--- src/rtl/mst_pkg.sv ---
// Shared types and codes for the multi-slot timer unit.
`default_nettype none

package mst_pkg;

  // Input operation codes
  localparam logic [1:0] OP_TICK   = 2'd0;
  localparam logic [1:0] OP_SET    = 2'd1;
  localparam logic [1:0] OP_REMOVE = 2'd2;

  // Result kinds
  localparam logic [1:0] KIND_FIRED = 2'd0;
  localparam logic [1:0] KIND_DONE  = 2'd1;
  localparam logic [1:0] KIND_ACK   = 2'd2;

  // At most this many fired-slot beats are reported per tick
  localparam int MaxResults = 16;
  localparam int CNT_W      = $clog2(MaxResults + 1);

  typedef enum logic [2:0] {
    ST_IDLE,
    ST_WALK,
    ST_DRAIN,
    ST_FINISH,
    ST_SET,
    ST_REMOVE
  } mst_state_t;

  // Controller to datapath
  typedef struct packed {
    logic capture;    // latch the input item, restart the walk
    logic rd_issue;   // read slot at walk index, advance index
    logic finish;     // emit the closing beat of a tick
    logic do_set;     // arm the latched slot, acknowledge
    logic do_remove;  // disarm the latched slot, acknowledge
  } mst_cmd_t;

  // Datapath to controller
  typedef struct packed {
    logic idx_last;   // walk index is at the final slot
  } mst_stat_t;

endpackage

`default_nettype wire

--- src/rtl/mst_ctrl.sv ---
// Sequencer for the timer unit: accepts items and steps the slot walk.
`default_nettype none

module mst_ctrl
  import mst_pkg::*;
(
  input  wire logic       clk,
  input  wire logic       rst_n,
  input  wire logic       start,
  input  wire logic [1:0] in_op,
  input  wire mst_stat_t  stat,
  output mst_cmd_t        cmd,
  output logic            busy
);

  mst_state_t state_r, state_nxt;

  // State register
  always_ff @(posedge clk) begin
    if (!rst_n) begin
      state_r <= ST_IDLE;
    end else begin
      state_r <= state_nxt;
    end
  end

  // Next state and commands
  always_comb begin
    state_nxt = state_r;
    cmd       = '0;
    busy      = 1'b1;
    unique case (state_r)
      ST_IDLE: begin
        busy = 1'b0;
        if (start) begin
          cmd.capture = 1'b1;
          unique case (in_op)
            OP_TICK:   state_nxt = ST_WALK;
            OP_SET:    state_nxt = ST_SET;
            OP_REMOVE: state_nxt = ST_REMOVE;
            default:   state_nxt = ST_IDLE;  // unused op: no effect
          endcase
        end
      end
      ST_WALK: begin
        cmd.rd_issue = 1'b1;
        if (stat.idx_last) begin
          state_nxt = ST_DRAIN;
        end
      end
      // last slot is evaluated here
      ST_DRAIN: begin
        state_nxt = ST_FINISH;
      end
      ST_FINISH: begin
        cmd.finish = 1'b1;
        state_nxt  = ST_IDLE;
      end
      ST_SET: begin
        cmd.do_set = 1'b1;
        state_nxt  = ST_IDLE;
      end
      ST_REMOVE: begin
        cmd.do_remove = 1'b1;
        state_nxt     = ST_IDLE;
      end
      default: begin
        state_nxt = ST_IDLE;
      end
    endcase
  end

endmodule

`default_nettype wire

--- src/rtl/mst_dp.sv ---
// Datapath for the timer unit: slot stores, walk pipeline and result register.
`default_nettype none

module mst_dp
  import mst_pkg::*;
#(
  parameter int NUM_TIMERS = 16,
  parameter int TIME_WIDTH = 32
) (
  input  wire logic        clk,
  input  wire logic        rst_n,
  input  wire mst_cmd_t    cmd,
  output mst_stat_t        stat,
  input  wire logic [3:0]  in_slot,
  input  wire logic [31:0] in_period,
  input  wire logic        in_repeat_req,
  input  wire logic [31:0] in_delta_time,
  output logic             out_strobe,
  output logic [1:0]       out_kind,
  output logic [3:0]       out_fired_slot,
  output logic             out_last
);

  localparam int IDX_W = (NUM_TIMERS > 1) ? $clog2(NUM_TIMERS) : 1;
  localparam int TW    = TIME_WIDTH;

  // Slot stores: {repeat, period} and elapsed, no reset
  logic [TW:0]   per_mem_r  [NUM_TIMERS];
  logic [TW-1:0] elap_mem_r [NUM_TIMERS];

  // Armed flags, cleared by reset
  logic [NUM_TIMERS-1:0] active_r, active_nxt;

  // Latched input beat
  logic [3:0]    slot_r, slot_nxt;
  logic [TW-1:0] period_r, period_nxt;
  logic          rep_r, rep_nxt;
  logic [TW-1:0] delta_r, delta_nxt;

  // Walk pipeline: read stage then evaluate stage
  logic [IDX_W-1:0] idx_r, idx_nxt;
  logic [IDX_W-1:0] eval_idx_r, eval_idx_nxt;
  logic             eval_en_r, eval_en_nxt;
  logic [TW:0]      per_rd_r;
  logic [TW-1:0]    elap_rd_r;

  // Held fired beat, so the final one can carry last
  logic             pend_v_r, pend_v_nxt;
  logic [3:0]       pend_slot_r, pend_slot_nxt;
  logic [CNT_W-1:0] cnt_r, cnt_nxt;

  // Result register
  logic       out_strobe_r, out_strobe_nxt;
  logic [1:0] out_kind_r, out_kind_nxt;
  logic [3:0] out_slot_r, out_slot_nxt;
  logic       out_last_r, out_last_nxt;

  // Memory write port controls
  logic             per_we, elap_we;
  logic [IDX_W-1:0] elap_waddr;
  logic [TW-1:0]    elap_wdata;

  // Derived values
  logic [IDX_W+3:0] slot_wide;
  logic [IDX_W-1:0] slot_idx;
  logic             slot_in_range;
  logic [IDX_W+3:0] eval_wide;
  logic [TW+31:0]   period_wide, delta_wide;
  logic [TW:0]      sum;
  logic [TW-1:0]    e_sat, e_new;
  logic             eval_act, eval_fire;

  // Slot number and input widths adapted to the table
  assign slot_wide     = {{IDX_W{1'b0}}, slot_r};
  assign slot_idx      = slot_wide[IDX_W-1:0];
  assign slot_in_range = ({28'd0, slot_r} < 32'(NUM_TIMERS));
  assign eval_wide     = {4'd0, eval_idx_r};
  assign period_wide   = {{TW{1'b0}}, in_period};
  assign delta_wide    = {{TW{1'b0}}, in_delta_time};

  assign stat.idx_last = (idx_r == IDX_W'(NUM_TIMERS - 1));

  // Saturating add and fire compare for the slot under evaluation
  assign sum       = {1'b0, elap_rd_r} + {1'b0, delta_r};
  assign e_sat     = sum[TW] ? {TW{1'b1}} : sum[TW-1:0];
  assign eval_act  = eval_en_r && active_r[eval_idx_r];
  assign eval_fire = eval_act && (e_sat >= per_rd_r[TW-1:0]);
  assign e_new     = (eval_fire && per_rd_r[TW]) ? '0 : e_sat;

  // Write port selection
  assign per_we     = cmd.do_set && slot_in_range;
  assign elap_we    = per_we || eval_act;
  assign elap_waddr = cmd.do_set ? slot_idx : eval_idx_r;
  assign elap_wdata = cmd.do_set ? '0 : e_new;

  // Next-state logic
  always_comb begin
    active_nxt     = active_r;
    slot_nxt       = slot_r;
    period_nxt     = period_r;
    rep_nxt        = rep_r;
    delta_nxt      = delta_r;
    idx_nxt        = idx_r;
    eval_idx_nxt   = idx_r;
    eval_en_nxt    = cmd.rd_issue;
    pend_v_nxt     = pend_v_r;
    pend_slot_nxt  = pend_slot_r;
    cnt_nxt        = cnt_r;
    out_strobe_nxt = 1'b0;
    out_kind_nxt   = out_kind_r;
    out_slot_nxt   = out_slot_r;
    out_last_nxt   = out_last_r;

    // Accept: latch the beat and restart the walk
    if (cmd.capture) begin
      slot_nxt   = in_slot;
      period_nxt = period_wide[TW-1:0];
      rep_nxt    = in_repeat_req;
      delta_nxt  = delta_wide[TW-1:0];
      idx_nxt    = '0;
      pend_v_nxt = 1'b0;
      cnt_nxt    = '0;
    end

    if (cmd.rd_issue) begin
      idx_nxt = IDX_W'(idx_r + 1'b1);
    end

    // One-shot slot disarms when it fires
    if (eval_fire && !per_rd_r[TW]) begin
      active_nxt[eval_idx_r] = 1'b0;
    end

    // Report fired slot: release the held beat, hold the new one
    if (eval_fire && (cnt_r < CNT_W'(MaxResults))) begin
      if (pend_v_r) begin
        out_strobe_nxt = 1'b1;
        out_kind_nxt   = KIND_FIRED;
        out_slot_nxt   = pend_slot_r;
        out_last_nxt   = 1'b0;
      end
      pend_v_nxt    = 1'b1;
      pend_slot_nxt = eval_wide[3:0];
      cnt_nxt       = CNT_W'(cnt_r + 1'b1);
    end

    // Closing beat of a tick
    if (cmd.finish) begin
      out_strobe_nxt = 1'b1;
      out_last_nxt   = 1'b1;
      if (pend_v_r) begin
        out_kind_nxt = KIND_FIRED;
        out_slot_nxt = pend_slot_r;
      end else begin
        out_kind_nxt = KIND_DONE;
        out_slot_nxt = 4'd0;
      end
      pend_v_nxt = 1'b0;
    end

    // Set and remove, acknowledged even out of range
    if (cmd.do_set || cmd.do_remove) begin
      if (slot_in_range) begin
        active_nxt[slot_idx] = cmd.do_set;
      end
      out_strobe_nxt = 1'b1;
      out_kind_nxt   = KIND_ACK;
      out_slot_nxt   = slot_r;
      out_last_nxt   = 1'b1;
    end
  end

  // Control registers
  always_ff @(posedge clk) begin
    if (!rst_n) begin
      active_r     <= '0;
      eval_en_r    <= 1'b0;
      pend_v_r     <= 1'b0;
      cnt_r        <= '0;
      idx_r        <= '0;
      out_strobe_r <= 1'b0;
    end else begin
      active_r     <= active_nxt;
      eval_en_r    <= eval_en_nxt;
      pend_v_r     <= pend_v_nxt;
      cnt_r        <= cnt_nxt;
      idx_r        <= idx_nxt;
      out_strobe_r <= out_strobe_nxt;
    end
  end

  // Payload registers
  always_ff @(posedge clk) begin
    slot_r      <= slot_nxt;
    period_r    <= period_nxt;
    rep_r       <= rep_nxt;
    delta_r     <= delta_nxt;
    eval_idx_r  <= eval_idx_nxt;
    pend_slot_r <= pend_slot_nxt;
    out_kind_r  <= out_kind_nxt;
    out_slot_r  <= out_slot_nxt;
    out_last_r  <= out_last_nxt;
  end

  // Period store: written on set, read during the walk
  always_ff @(posedge clk) begin
    if (per_we) begin
      per_mem_r[slot_idx] <= {rep_r, period_r};
    end
    if (cmd.rd_issue) begin
      per_rd_r <= per_mem_r[idx_r];
    end
  end

  // Elapsed store: cleared on set, written back by the evaluate stage
  always_ff @(posedge clk) begin
    if (elap_we) begin
      elap_mem_r[elap_waddr] <= elap_wdata;
    end
    if (cmd.rd_issue) begin
      elap_rd_r <= elap_mem_r[idx_r];
    end
  end

  assign out_strobe     = out_strobe_r;
  assign out_kind       = out_kind_r;
  assign out_fired_slot = out_slot_r;
  assign out_last       = out_last_r;

endmodule

`default_nettype wire

--- src/rtl/multi_slot_software_timer_unit.sv ---
// Top level of the multi-slot timer unit: sequencer plus datapath.
//
//   channel  direction  beat taken when       fields
//   in_      input      start && !busy        op, slot, period, repeat_req, delta_time
//   out_     output     out_strobe (1 cycle)  kind, fired_slot, last
//
// A set or remove keeps busy high only while in its SET or REMOVE state; its
// acknowledge beat is registered there and is on the ports in the cycle after.
// A tick keeps busy high through the WALK, DRAIN and FINISH states: the walk
// reads one slot per cycle from the period and elapsed stores, evaluates it
// the cycle after, and the FINISH state emits the beat that carries last.
// Unused op codes are dropped without going busy.
// Reset (rst_n low, synchronous) disarms every slot; no clearing pass.
// The receiver cannot stall; each result beat is on the ports for one cycle.
`default_nettype none

module multi_slot_software_timer_unit
  import mst_pkg::*;
#(
  parameter int NUM_TIMERS = 16,
  parameter int TIME_WIDTH = 32
) (
  input  wire logic        clk,
  input  wire logic        rst_n,
  input  wire logic        start,
  output logic             busy,
  input  wire logic [1:0]  in_op,
  input  wire logic [3:0]  in_slot,
  input  wire logic [31:0] in_period,
  input  wire logic        in_repeat_req,
  input  wire logic [31:0] in_delta_time,
  output logic             out_strobe,
  output logic [1:0]       out_kind,
  output logic [3:0]       out_fired_slot,
  output logic             out_last
);

  mst_cmd_t  cmd;
  mst_stat_t stat;

  mst_ctrl u_ctrl (
    .clk   (clk),
    .rst_n (rst_n),
    .start (start),
    .in_op (in_op),
    .stat  (stat),
    .cmd   (cmd),
    .busy  (busy)
  );

  mst_dp #(
    .NUM_TIMERS (NUM_TIMERS),
    .TIME_WIDTH (TIME_WIDTH)
  ) u_dp (
    .clk            (clk),
    .rst_n          (rst_n),
    .cmd            (cmd),
    .stat           (stat),
    .in_slot        (in_slot),
    .in_period      (in_period),
    .in_repeat_req  (in_repeat_req),
    .in_delta_time  (in_delta_time),
    .out_strobe     (out_strobe),
    .out_kind       (out_kind),
    .out_fired_slot (out_fired_slot),
    .out_last       (out_last)
  );

endmodule

`default_nettype wire

--- config.mk ---
export PLATFORM = sky130hd
export DESIGN_NAME = multi_slot_software_timer_unit
export DESIGN_NICKNAME = d
export VERILOG_FILES = /design/src/rtl/mst_pkg.sv /design/src/rtl/mst_ctrl.sv /design/src/rtl/mst_dp.sv /design/src/rtl/multi_slot_software_timer_unit.sv
export SDC_FILE = /design/constraint.sdc
export NUM_CORES = 1
export LEC_CHECK = 0
export BUFFER_PORTS_ARGS = -buffer_cell sky130_fd_sc_hd__buf_2
export CAP_MARGIN = 10
export CORE_AREA = 2 2 286 316
export CTS_CLUSTER_DIAMETER = 50
export DETAILED_ROUTE_END_ITERATION = 6
export DIE_AREA = 0 0 288 318
export PLACE_DENSITY = 0.78
export SYNTH_ARGS = -nofsm -noshare
export SYNTH_HDL_FRONTEND = slang
export SYNTH_SLANG_ARGS = --single-unit
--- constraint.sdc ---
create_clock -name clk -period 5.05 [get_ports clk]
set_input_delay 0.505 -clock clk [delete_from_list [all_inputs] [get_ports clk]]
set_output_delay 0.505 -clock clk [all_outputs]
set_load 0.05 [all_outputs]
**Word level (Yosys, flattened, before mapping)**

Memory sizes are Yosys's and may differ from the RTL's. A register that Yosys moved wholly into a read port is not among the register bits.
Cells that the tools add are included.

- Bits of input ports: 74
- Output and inout bits: 9
- Flip-flop bits (word level): 115
- Word-level logic and storage cells: 111
- Memories kept: 2
- RAM bits: 1,040

Memory list:

| name | words | bits a word | read ports | clocked after Yosys merged registers in | wr ports | line | text |
|---|---|---|---|---|---|---|---|
| u_dp.per_mem_r | 16 | 33 | 1 | 1 | 1 | mst_dp.sv:28 | `logic [TW:0] per_mem_r [NUM_TIMERS];` |
| u_dp.elap_mem_r | 16 | 32 | 1 | 1 | 1 | mst_dp.sv:29 | `logic [TW-1:0] elap_mem_r [NUM_TIMERS];` |

- Mux-type cells: 47
- Bitwise logic cells: 3
- Reductions and logical operators: 24
- Magnitude comparators: 6
- Add/sub/neg operators: 3
- Equal/unequal tests: 10

Operators with widths:

| cell | count |
|---|---|
| 32-bit 2-to-1 mux | 3 |
| 32-bit by 32-bit adder with 33-bit output | 1 |
| 32-bit >= comparator | 1 |
| 16-bit 2-to-1 mux | 2 |
| 4-bit 2-to-1 mux | 8 |
| 1-bit 2-to-1 mux | 21 |
| 3-bit one-hot mux with 3 select lines | 2 |
| 16-bit AND | 1 |
| 16-bit bitwise mux | 1 |
| 16-bit NOT | 1 |
| 4-bit by 5-bit less-than comparator with 1-bit output, second input constant | 2 |
| 5-bit 2-to-1 mux | 2 |
| 1-bit demux with 4-bit select | 2 |
| 4-bit by 1-bit >= comparator with 1-bit output, second input constant | 2 |
| 2-bit AND reduction | 4 |
| 2-bit nonzero test | 4 |
| 1-bit logical AND | 7 |
| 3-bit by 2-bit equality test with 1-bit output, second input constant | 2 |
| 3-bit equality test, second input constant | 2 |
| 2-bit 2-to-1 mux | 3 |
| 3-bit 2-to-1 mux | 2 |
| 3-bit nonzero test | 2 |
| 5-bit by 1-bit adder with 5-bit output, second input constant | 1 |
| 5-bit less-than comparator, second input constant | 1 |
| 13 further kinds | 16 |

**Longest topological paths before layout**

Gate-level depths: netlist of the first run.

- Word-level depth: 9
- Gate-level depth with buffers: 21

**Modules after synthesis**

From an unflattened synthesis of the first run, not the netlist that was laid out.

- Cells, all modules: 2,259
- Area, all modules: 48,017.3 um2

Modules (own cells, without submodules):

| module | cells each | area an instance (um2) | times used |
|---|---|---|---|
| mst_dp | 2,235 | 47,802.1 | 1 |
| mst_ctrl | 24 | 215.2 | 1 |

**Worst setup path after synthesis of the first run**

OpenSTA, ideal clock, no wires.

- Path type: flip-flop to flip-flop
- From: reg u_dp.elap_rd_r[0], read port of u_dp.elap_mem_r
- To: mem u_dp.elap_mem_r[0][30] (netlist name), data pin
- Library setup time: 327 ps
- Path buffers: 3
- Cell stages (with the launch flop): 21
- Slack: -414 ps
- Arrival time: 5,138 ps
- Cells stage by stage: edfxtp_1 ha_1 fa_1 a211oi_1 o21ai_1 o2111ai_1 and2_1 o22ai_1 a21boi_1 buf_2 buf_1 nand2_1 ha_1 and2_0 a221o_1 a221oi_1 o211a_1 a21oi_1 a21o_1 buf_2 nor3_1

- Word-level cells in the longest chain between the ends: 7

RTL lines:

| item | line | text |
|---|---|---|
| start: declaration | mst_dp.sv:45 | `logic [TW-1:0] elap_rd_r;` |
| 32-bit by 32-bit adder with 33-bit output * | mst_dp.sv:84 | `assign sum = {1'b0, elap_rd_r} + {1'b0, delta_r};` |
| 32-bit 2-to-1 mux * | mst_dp.sv:85 | `assign e_sat = sum[TW] ? {TW{1'b1}} : sum[TW-1:0];` |
| 32-bit >= comparator | mst_dp.sv:87 | `assign eval_fire = eval_act && (e_sat >= per_rd_r[TW-1:0]);` |
| 1-bit logical AND | mst_dp.sv:87 |  |
| 1-bit logical AND | mst_dp.sv:88 | `assign e_new = (eval_fire && per_rd_r[TW]) ? '0 : e_sat;` |
| 32-bit 2-to-1 mux * | mst_dp.sv:88 |  |
| 32-bit 2-to-1 mux * | mst_dp.sv:94 | `assign elap_wdata = cmd.do_set ? '0 : e_new;` |
| net u_dp.elap_wdata[30] | mst_dp.sv:61 | `logic [TW-1:0] elap_wdata;` |
| end: declaration | mst_dp.sv:29 |  |

The timed path passes the listed nets; every way through them passes the cells marked *.

**Worst setup path in the final report of the first run**

- From: reg u_dp.delta_r[1]
- To: mem u_dp.elap_mem_r[4][28] (netlist name), data pin

- Word-level cells in the longest chain between the ends: 7

RTL lines:

| item | line | text |
|---|---|---|
| start: declaration | mst_dp.sv:38 | `logic [TW-1:0] delta_r, delta_nxt;` |
| start signal: assignment | mst_dp.sv:197 | `delta_r <= delta_nxt;` |
| 32-bit by 32-bit adder with 33-bit output * | mst_dp.sv:84 |  |
| 32-bit 2-to-1 mux * | mst_dp.sv:85 |  |
| 32-bit >= comparator | mst_dp.sv:87 |  |
| 1-bit logical AND | mst_dp.sv:87 |  |
| 1-bit logical AND | mst_dp.sv:88 |  |
| 32-bit 2-to-1 mux * | mst_dp.sv:88 |  |
| 32-bit 2-to-1 mux * | mst_dp.sv:94 |  |
| net u_dp.elap_wdata[28] | mst_dp.sv:61 |  |

Marked as above.

==> flow_summary_export.csv, run 1 <==
group,metric,value,unit
critical_path,arrival,5.51,ns
drt,viasPerCell,6.42,
clock_network,cts_made_buffers,118,
clock_network,cts_sinks,1220,
final_layout,nNetsFinal,2840,
critical_path,path_common_cell,"buf_12",
logic_synthesis,syn-num-nets,2440,
floorplanning,die_h,318,um
clock_network,htree_levels,3,
global_routing,grt_pass1_wl,176,mm
place,pre_cts_ws,-0.586,ns
final_layout,design_area,57200,sq um
sta,slew_headroom,23.1,%
floorplanning,rows,115,
sta,fin_crit,5.07,ns
drt,routed_wl,123,mm
logic_synthesis,async_flop_share,0,%
sta,setup_ws,-0.0167,ns
final_layout,fill_cells,5670,
logic_synthesis,ys_types,63,
min_path,holdCritPathClass,"in -> reg",
critical_path,worstSetupPathType,"reg -> reg",
place,post_dp_cell_area,51900,sq um
drt,ant_nets,0,
power_and_ir_drop,power.switching,4990,uW
logic_synthesis,synth_top_cells_by_count,"edfxtp_1 (1182), mux4_2 (329), clkbuf_1 (87)",
logic_synthesis,yosysWarnings,0,
final_layout,drive_gt1_share,33.5,%
power_and_ir_drop,power.share.switching,22.5,%
logic_synthesis,synth_top_area_share,73.6,%
floorplanning,design.die.area,91600,sq um
logic_synthesis,syn_inst,2296,
drt,vias,25400,
clock_network,clk_pin_slew_worst_paths,0.06,ns
sta,max_freq,197,MHz
sta,min_period_over_period,100,%
logic_synthesis,synth.avg_cell_area,21.0,sq um
job,cap_violations,0,
critical_path,startpoint_type,"register",
floorplanning,fp.dieW,288,um
logic_synthesis,yosysSeqAreaShare,75.2,%
drt,drt_iter0_markers,3169,
critical_path,max_stage_delay,0.54,ns
final_layout,multi_input_area,12100,sq um
drt,drcViolationCount,0,
final_layout,final_cells,3966,
outcome,outcome,"finished with violations",
clock_network,cts-root-buf,"clkbuf_16",
place,dp_cells,3649,
floorplanning,ioPinCount,83,
floorplanning,fp.coreArea,88600,sq um
final_layout,area_delta_synth_final,18.7,%
place,port_buffers,82,
place,gp_congestion,0.973,
sta,hold_ws,0.0265,ns
power_and_ir_drop,clkPwrFrac,39.2,%
critical_path,crit_required,5.49,ns
logic_synthesis,ys_top_cells_by_area,"edfxtp_1 (74%), mux4_2 (15%), ha_1 (1.8%)",
drt,dr.pass1.iters,6,
global_routing,overflow,0,
sta,worstMarginPinSlew,1.15,ns
global_routing,grt_usage,26.9,%
logic_synthesis,synth_ff_type,"edfxtp_1",
power_and_ir_drop,pwr-share-seq,52.5,%
sta,timing.setup.tns,-0.294,ns
power_and_ir_drop,p_int,17200,uW
critical_path,crit_path_end_kind,"register",
clock_network,cts_tree,"done",
logic_synthesis,synth_seq_cells,1220,
logic_synthesis,yosys.cell_count.top_type,"edfxtp_1",
drt,wl_per_cell,30.9,um
global_routing,grt_start_max_net_pins,55,
logic_synthesis,synth_top_area_cell,"edfxtp_1",
sta,slew_viol_final,0,
critical_path,slowest_stage,"or4_4",
critical_path,crit_fanout,16,
sta,finalHoldViolations,0,
outcome,violations,"negative setup slack",
power_and_ir_drop,combPwrFrac,8.3,%
global_routing,grt_pass1_vias,26500,
sta,finalSetupViolations,24,
final_layout,diodes,0,
power_and_ir_drop,p_per_area,388,nW/um^2
floorplanning,start_util,54.4,%
sta,rsz0062_at_grt,"yes",
clock_network,insertion_delay,0.72,ns
power_and_ir_drop,power.leakage,0.0186,uW
final_layout,seq_area,36300,sq um
sta,clock_skew,0.0361,ns
logic_synthesis,synth_edf_count,1182,
global_routing,grt_antenna_before_repair,2,
power_and_ir_drop,peakVddDrop,524,uV
clock_network,clockBufferDepth,3,
critical_path,crit_chain,"ha_1 -> a21oi_2 -> nand4b_1 -> a211oi_2 -> or4_4 -> a211o_1 -> a211oi_2 -> xor2_1 -> nand2_1 -> ha_4 -> and4_4 -> nand4_1 -> nor3_2 -> buf_4 -> nand4_1 -> a21oi_2 -> a21o_1 -> buf_12 -> buf_12 -> buf_4 -> a21oi_4 -> buf_12",
logic_synthesis,netlist_area,48200,sq um
place,dp_hpwl,66.0,mm
-- timing repair --
item | in CTS | in global routing
pin swaps | 12 | 21
setup buffers | 29 | 12
endpoints found under the hold margin | 55 | 0
setup endpoints to repair | 545 | 546
resized for setup | 58 | 29
hold buffers | 55 | 0
cloned | 0 | 3
-- logic make-up (layout without fill, tap and decap cells) --
| group | after synthesis | in the layout | share of synthesized area, % |
|---|---|---|---|
| AO/OA/AOI/OAI | 230 | 230 | 3.14 |
| adder cells (fa/ha/maj) | 70 | 70 | 1.83 |
| multiplexers | 336 | 336 | 15.5 |
| flip-flops | 1220 | 1220 | 75.2 |
| XOR/XNOR | 26 | 26 | 0.472 |
| AND/OR/NAND/NOR | 268 | 268 | 2.70 |
| buffers and inverters | 146 | 646 | 1.15 |
-- through the flow --
stage | util [%] | total power (uW)
after floorplan | - | 12700
after global placement | 58.6 | 13300
after detailed placement | 58.6 | 13400
after CTS | 64.2 | 22100
after global routing | 64.6 | 22800
final | 64.6 | 22200
-- final cells by class --
cell class / count / area share (%)
clock inverters: 80 / 1.31
flip-flops and latches: 1220 / 63.4
clock buffers: 140 / 5.38
multi-input cells: 930 / 21.1
repair buffers: 383 / 6.01
inverters: 43 / 0.289
well taps: 1170 / 2.56
-- worst paths after layout --
check                                   from                               end  slack (ns)  cells after the start
setup reg to reg   u_dp.delta_r[1]$_DFFE_PP_  u_dp.elap_mem_r[4][28]$_DFFE_PP_       -0.02                     22
hold reg to reg   u_dp.out_last$_SDFFE_PP1P_        u_dp.out_last$_SDFFE_PP1P_        0.47                      1
setup / recovery   u_dp.delta_r[1]$_DFFE_PP_  u_dp.elap_mem_r[4][28]$_DFFE_PP_       -0.02                     22
hold / removal                 in_period[25]       u_dp.period_r[25]$_DFFE_PP_        0.03                      1
-- flip-flops by register name (all words and copies together), names as in the netlist, 2 cells and up --
name	cells
u_ctrl.state_r	3
u_dp.active_r	16
u_dp.cnt_r	5
u_dp.delta_r	32
u_dp.elap_mem_r	512
u_dp.elap_rd_r	32
u_dp.eval_idx_nxt	4
u_dp.eval_idx_r	4
u_dp.out_fired_slot	4
u_dp.out_kind	2
u_dp.pend_slot_r	4
u_dp.per_mem_r	528
u_dp.per_rd_r	33
u_dp.period_r	32
u_dp.slot_idx	4
-- routing by layer --
metal	vias up	wire, um	GRT usage [%]
met5	-	0	0
met4	0	4460	10.8
met3	260	9460	4.33
met2	1458	64300	45.8
met1	13400	44300	34.7
li1	10400	-	-
-- worst max-delay path, delay by kind of cell, from the launching register on --
kind            cells  cell delay [ns]
compound gates      7             1.22
xor+xnor            1             0.26
simple gates        7             1.59
flops               1             0.40
fa+ha+maj           2             0.62
buf+inv             5             0.71
-- placed cells by master, fill, tap and decap left out, types with 24 or more instances in the layout --
| master | instances |
|---|---|
| edfxtp_1 | 1182 |
| mux4_2 | 329 |
| buf_4 | 196 |
| clkbuf_16 | 123 |
| nand2_1 | 84 |
| buf_2 | 82 |
| ha_1 | 66 |
| a21oi_1 | 57 |
| dlygate4sd3_1 | 55 |
| buf_12 | 44 |
| o21ai_0 | 40 |
| inv_1 | 40 |
| nor2_1 | 35 |
| dfxtp_1 | 34 |
| nor2_4 | 29 |
| clkinv_1 | 27 |
| clkinv_2 | 25 |
| a21o_1 | 24 |
-- power groups by stage --
stage | Combinational [uW] | Sequential [uW] | Clock (uW)
floorplan | 872 | 11800 | 0
global placement | 1460 | 11800 | 0
detailed placement | 1510 | 11900 | 0
CTS | 1710 | 11600 | 8760
global route | 1950 | 11700 | 9150
finish | 1830 | 11600 | 8700
No activity file was read; power rests on OpenSTA's default activity.
==> run 2, diff against run 1 <==
--- a/config.mk
+++ b/config.mk
@@ -12,6 +12,8 @@
 export DETAILED_ROUTE_END_ITERATION = 6
 export DIE_AREA = 0 0 288 318
 export PLACE_DENSITY = 0.78
+export SETUP_SLACK_MARGIN = 0.2
 export SYNTH_ARGS = -nofsm -noshare
 export SYNTH_HDL_FRONTEND = slang
 export SYNTH_SLANG_ARGS = --single-unit
+export TNS_END_PERCENT = 5
==> constraint.sdc (replaced) <==
create_clock -name clk -period 5.05 [get_ports clk]
set_input_delay 0.7575 -clock clk [delete_from_list [all_inputs] [get_ports clk]]
set_output_delay 0.7575 -clock clk [all_outputs]
set_load 0.05 [all_outputs]
==> flow_summary_export.csv, run 2 (same netlist as run 1, synthesis figures left out) <==
group,metric,value,unit
sta,slew_viol_final,0,
sta,slew_headroom,27.1,%
clock_network,clockBufferDepth,3,
critical_path,r2r_slack,0.003,ns
drt,routed_wl,115,mm
power_and_ir_drop,p_int,17600,uW
place,dp_cells,3613,
final_layout,largest_reg_flops,528,
floorplanning,die_h,318,um
floorplanning,start_util,54.4,%
critical_path,crit_required,5.49,ns
global_routing,grt_busiest_layer,"met2",
critical_path,crit_fanout,16,
global_routing,grt_pass1_vias,25500,
critical_path,worstSetupPathType,"reg -> reg",
final_layout,layout_common_cells,"edfxtp_1 (1182), mux4_2 (329), buf_4 (158)",
critical_path,arrival,5.48,ns
place,pre_cts_ws,-0.378,ns
global_routing,grt_use_met1,32.9,%
global_routing,grt_antenna_before_repair,1,
power_and_ir_drop,combPwrFrac,8.1,%
critical_path,crit_path_end_kind,"register",
global_routing,grt_pass1_wl,168,mm
drt,drt_iter0_markers,2581,
clock_network,cts-root-buf,"clkbuf_16",
clock_network,cts_hold_buf,0,
global_routing,use_met2,44.0,%
sta,max_freq,198,MHz
drt,wl_per_cell,29.8,um
global_routing,use_met3,4.18,%
sta,min_period_over_period,99.9,%
critical_path,startpoint_type,"register",
floorplanning,design.die.area,91600,sq um
power_and_ir_drop,peakVddDrop,308,uV
global_routing,grt_usage,25.5,%
place,dp_hpwl,62.2,mm
drt,ant_nets,0,
sta,setup_ws,0.00261,ns
final_layout,final_common_cell,"edfxtp_1",
place,post_dp_cell_area,51800,sq um
floorplanning,rows,115,
sta,timing.setup.tns,0,ns
power_and_ir_drop,power.share.switching,22.0,%
final_layout,top_regs,"u_dp.per_mem_r x528, u_dp.elap_mem_r x512, u_dp.per_rd_r x33",
sta,fin_crit,5.05,ns
power_and_ir_drop,power.leakage,0.0182,uW
clock_network,cts_tree,"done",
drt,drcViolationCount,0,
drt,vias,24400,
min_path,min_to,"u_dp.period_r[15]$_DFFE_PP_",
power_and_ir_drop,power.switching,4960,uW
final_layout,nNetsFinal,2749,
final_layout,design_area,56700,sq um
clock_network,cts_sinks,1220,
critical_path,reg2reg_depth,21,
clock_network,htree_levels,3,
outcome,outcome,"finished, final reports clean",
place,port_buffers,82,
final_layout,drive_gt1_share,33.9,%
min_path,holdCritPathClass,"in -> reg",
final_layout,area_delta_synth_final,17.6,%
global_routing,grt_start_max_net_pins,86,
power_and_ir_drop,clkPwrFrac,40.3,%
clock_network,clk_pin_slew_worst_paths,0.07,ns
power_and_ir_drop,p_per_area,397,nW/um^2
min_path,holdCritStartpoint,"in_period[15]",
floorplanning,fp.dieW,288,um
floorplanning,ioPinCount,83,
sta,worstMarginPinSlew,1.09,ns
place,gp_congestion,0.924,
sta,finalSetupViolations,0,
drt,viasPerCell,6.31,
sta,clock_skew,0.0252,ns
final_layout,top_register,"u_dp.per_mem_r",
critical_path,r2r-start,"u_dp.delta_r[3]$_DFFE_PP_",
clock_network,insertion_delay,0.69,ns
drt,dr.pass1.iters,6,
power_and_ir_drop,p_total,22500,uW
min_path,holdPathStages,1,
critical_path,r2r_end,"u_dp.elap_mem_r[0][28]$_DFFE_PP_",
final_layout,fill_cells,5702,
clock_network,cts_made_buffers,117,
global_routing,overflow,0,
final_layout,final_cells,3875,
power_and_ir_drop,pwr-share-seq,51.6,%
sta,rsz0062_at_grt,"yes",
job,cap_violations,0,
floorplanning,fp.coreArea,88600,sq um
sta,finalHoldViolations,0,
run 2: per-stage QoR:
step                util (%)  hold slack [ns]
finish                  64.0            0.239
global route            64.0            0.217
CTS                     63.4            0.203
detailed placement      58.4            0.457
global placement        58.4            0.443
floorplan                  -            0.329
run 2: layer usage:
metal / wire length (um) / up-vias / share of wire (%)
met1: 41800 / 12700 / 36
met4: 3680 / 0 / 3.2
met3: 8970 / 233 / 7.8
met2: 61000 / 1297 / 53
li1: - / 10200 / -
met5: 0 / - / 0
run 2: area by class of cell:
class,count,area (sq um),area share (%)
timing repair buffer,293,2600,4.58
tap,1170,1460,2.58
sequential,1220,36300,64.0
clock buffer,137,3020,5.33
multi-input combinational,930,12200,21.5
antenna,1,2.50,0.00441
clock inverter,81,1010,1.78
inverter,43,165,0.291
run 2: worst max path at each step:
| stage | start | end | slack (ns) | depth (start not counted) |
|---|---|---|---|---|
| after floorplan | u_dp.elap_rd_r[0]$_DFFE_PP_ | u_dp.elap_mem_r[0][25]$_DFFE_PP_ | 0.18 | 19 |
| after global placement | u_dp.elap_rd_r[1]$_DFFE_PP_ | u_dp.elap_mem_r[14][31]$_DFFE_PP_ | -0.23 | 17 |
| after detailed placement | u_dp.elap_rd_r[3]$_DFFE_PP_ | u_dp.elap_mem_r[14][31]$_DFFE_PP_ | -0.38 | 17 |
| after CTS | u_dp.elap_rd_r[3]$_DFFE_PP_ | u_dp.elap_mem_r[0][28]$_DFFE_PP_ | 0.05 | 20 |
| after global routing | u_dp.elap_rd_r[1]$_DFFE_PP_ | u_dp.elap_mem_r[0][28]$_DFFE_PP_ | -0.14 | 21 |
| final | u_dp.delta_r[3]$_DFFE_PP_ | u_dp.elap_mem_r[0][28]$_DFFE_PP_ | 0.003 | 21 |
run 2: timing repair:
action	in CTS	in global routing
endpoints found under the setup margin	545	546
gates resized for setup	23	32
setup buffers	19	22
cloned	0	1
pin swaps	15	26
run 2: power groups by stage:
stage	clock, uW	combinational [uW]	sequential [uW]
global placement	0	1460	11800
finish	9080	1820	11600
detailed placement	0	1510	11800
global route	9560	1950	11600
floorplan	0	941	11800
CTS	9190	1670	11600
run 2: worst max-delay path, stage by stage, from the launching register on:
cell	delay, ns
edfxtp_1	0.37
ha_1	0.32
a21o_1	0.17
a21oi_2	0.17
a211oi_2	0.10
or4_4	0.54
a211o_4	0.38
a211oi_2	0.21
xor2_1	0.25
nand2_1	0.13
ha_4	0.28
and4_4	0.20
nand4_1	0.18
nor3_2	0.25
buf_4	0.15
nand4_1	0.16
a21oi_2	0.21
a21o_4	0.23
buf_8	0.16
buf_12	0.12
a21oi_4	0.04
buf_12	0.14
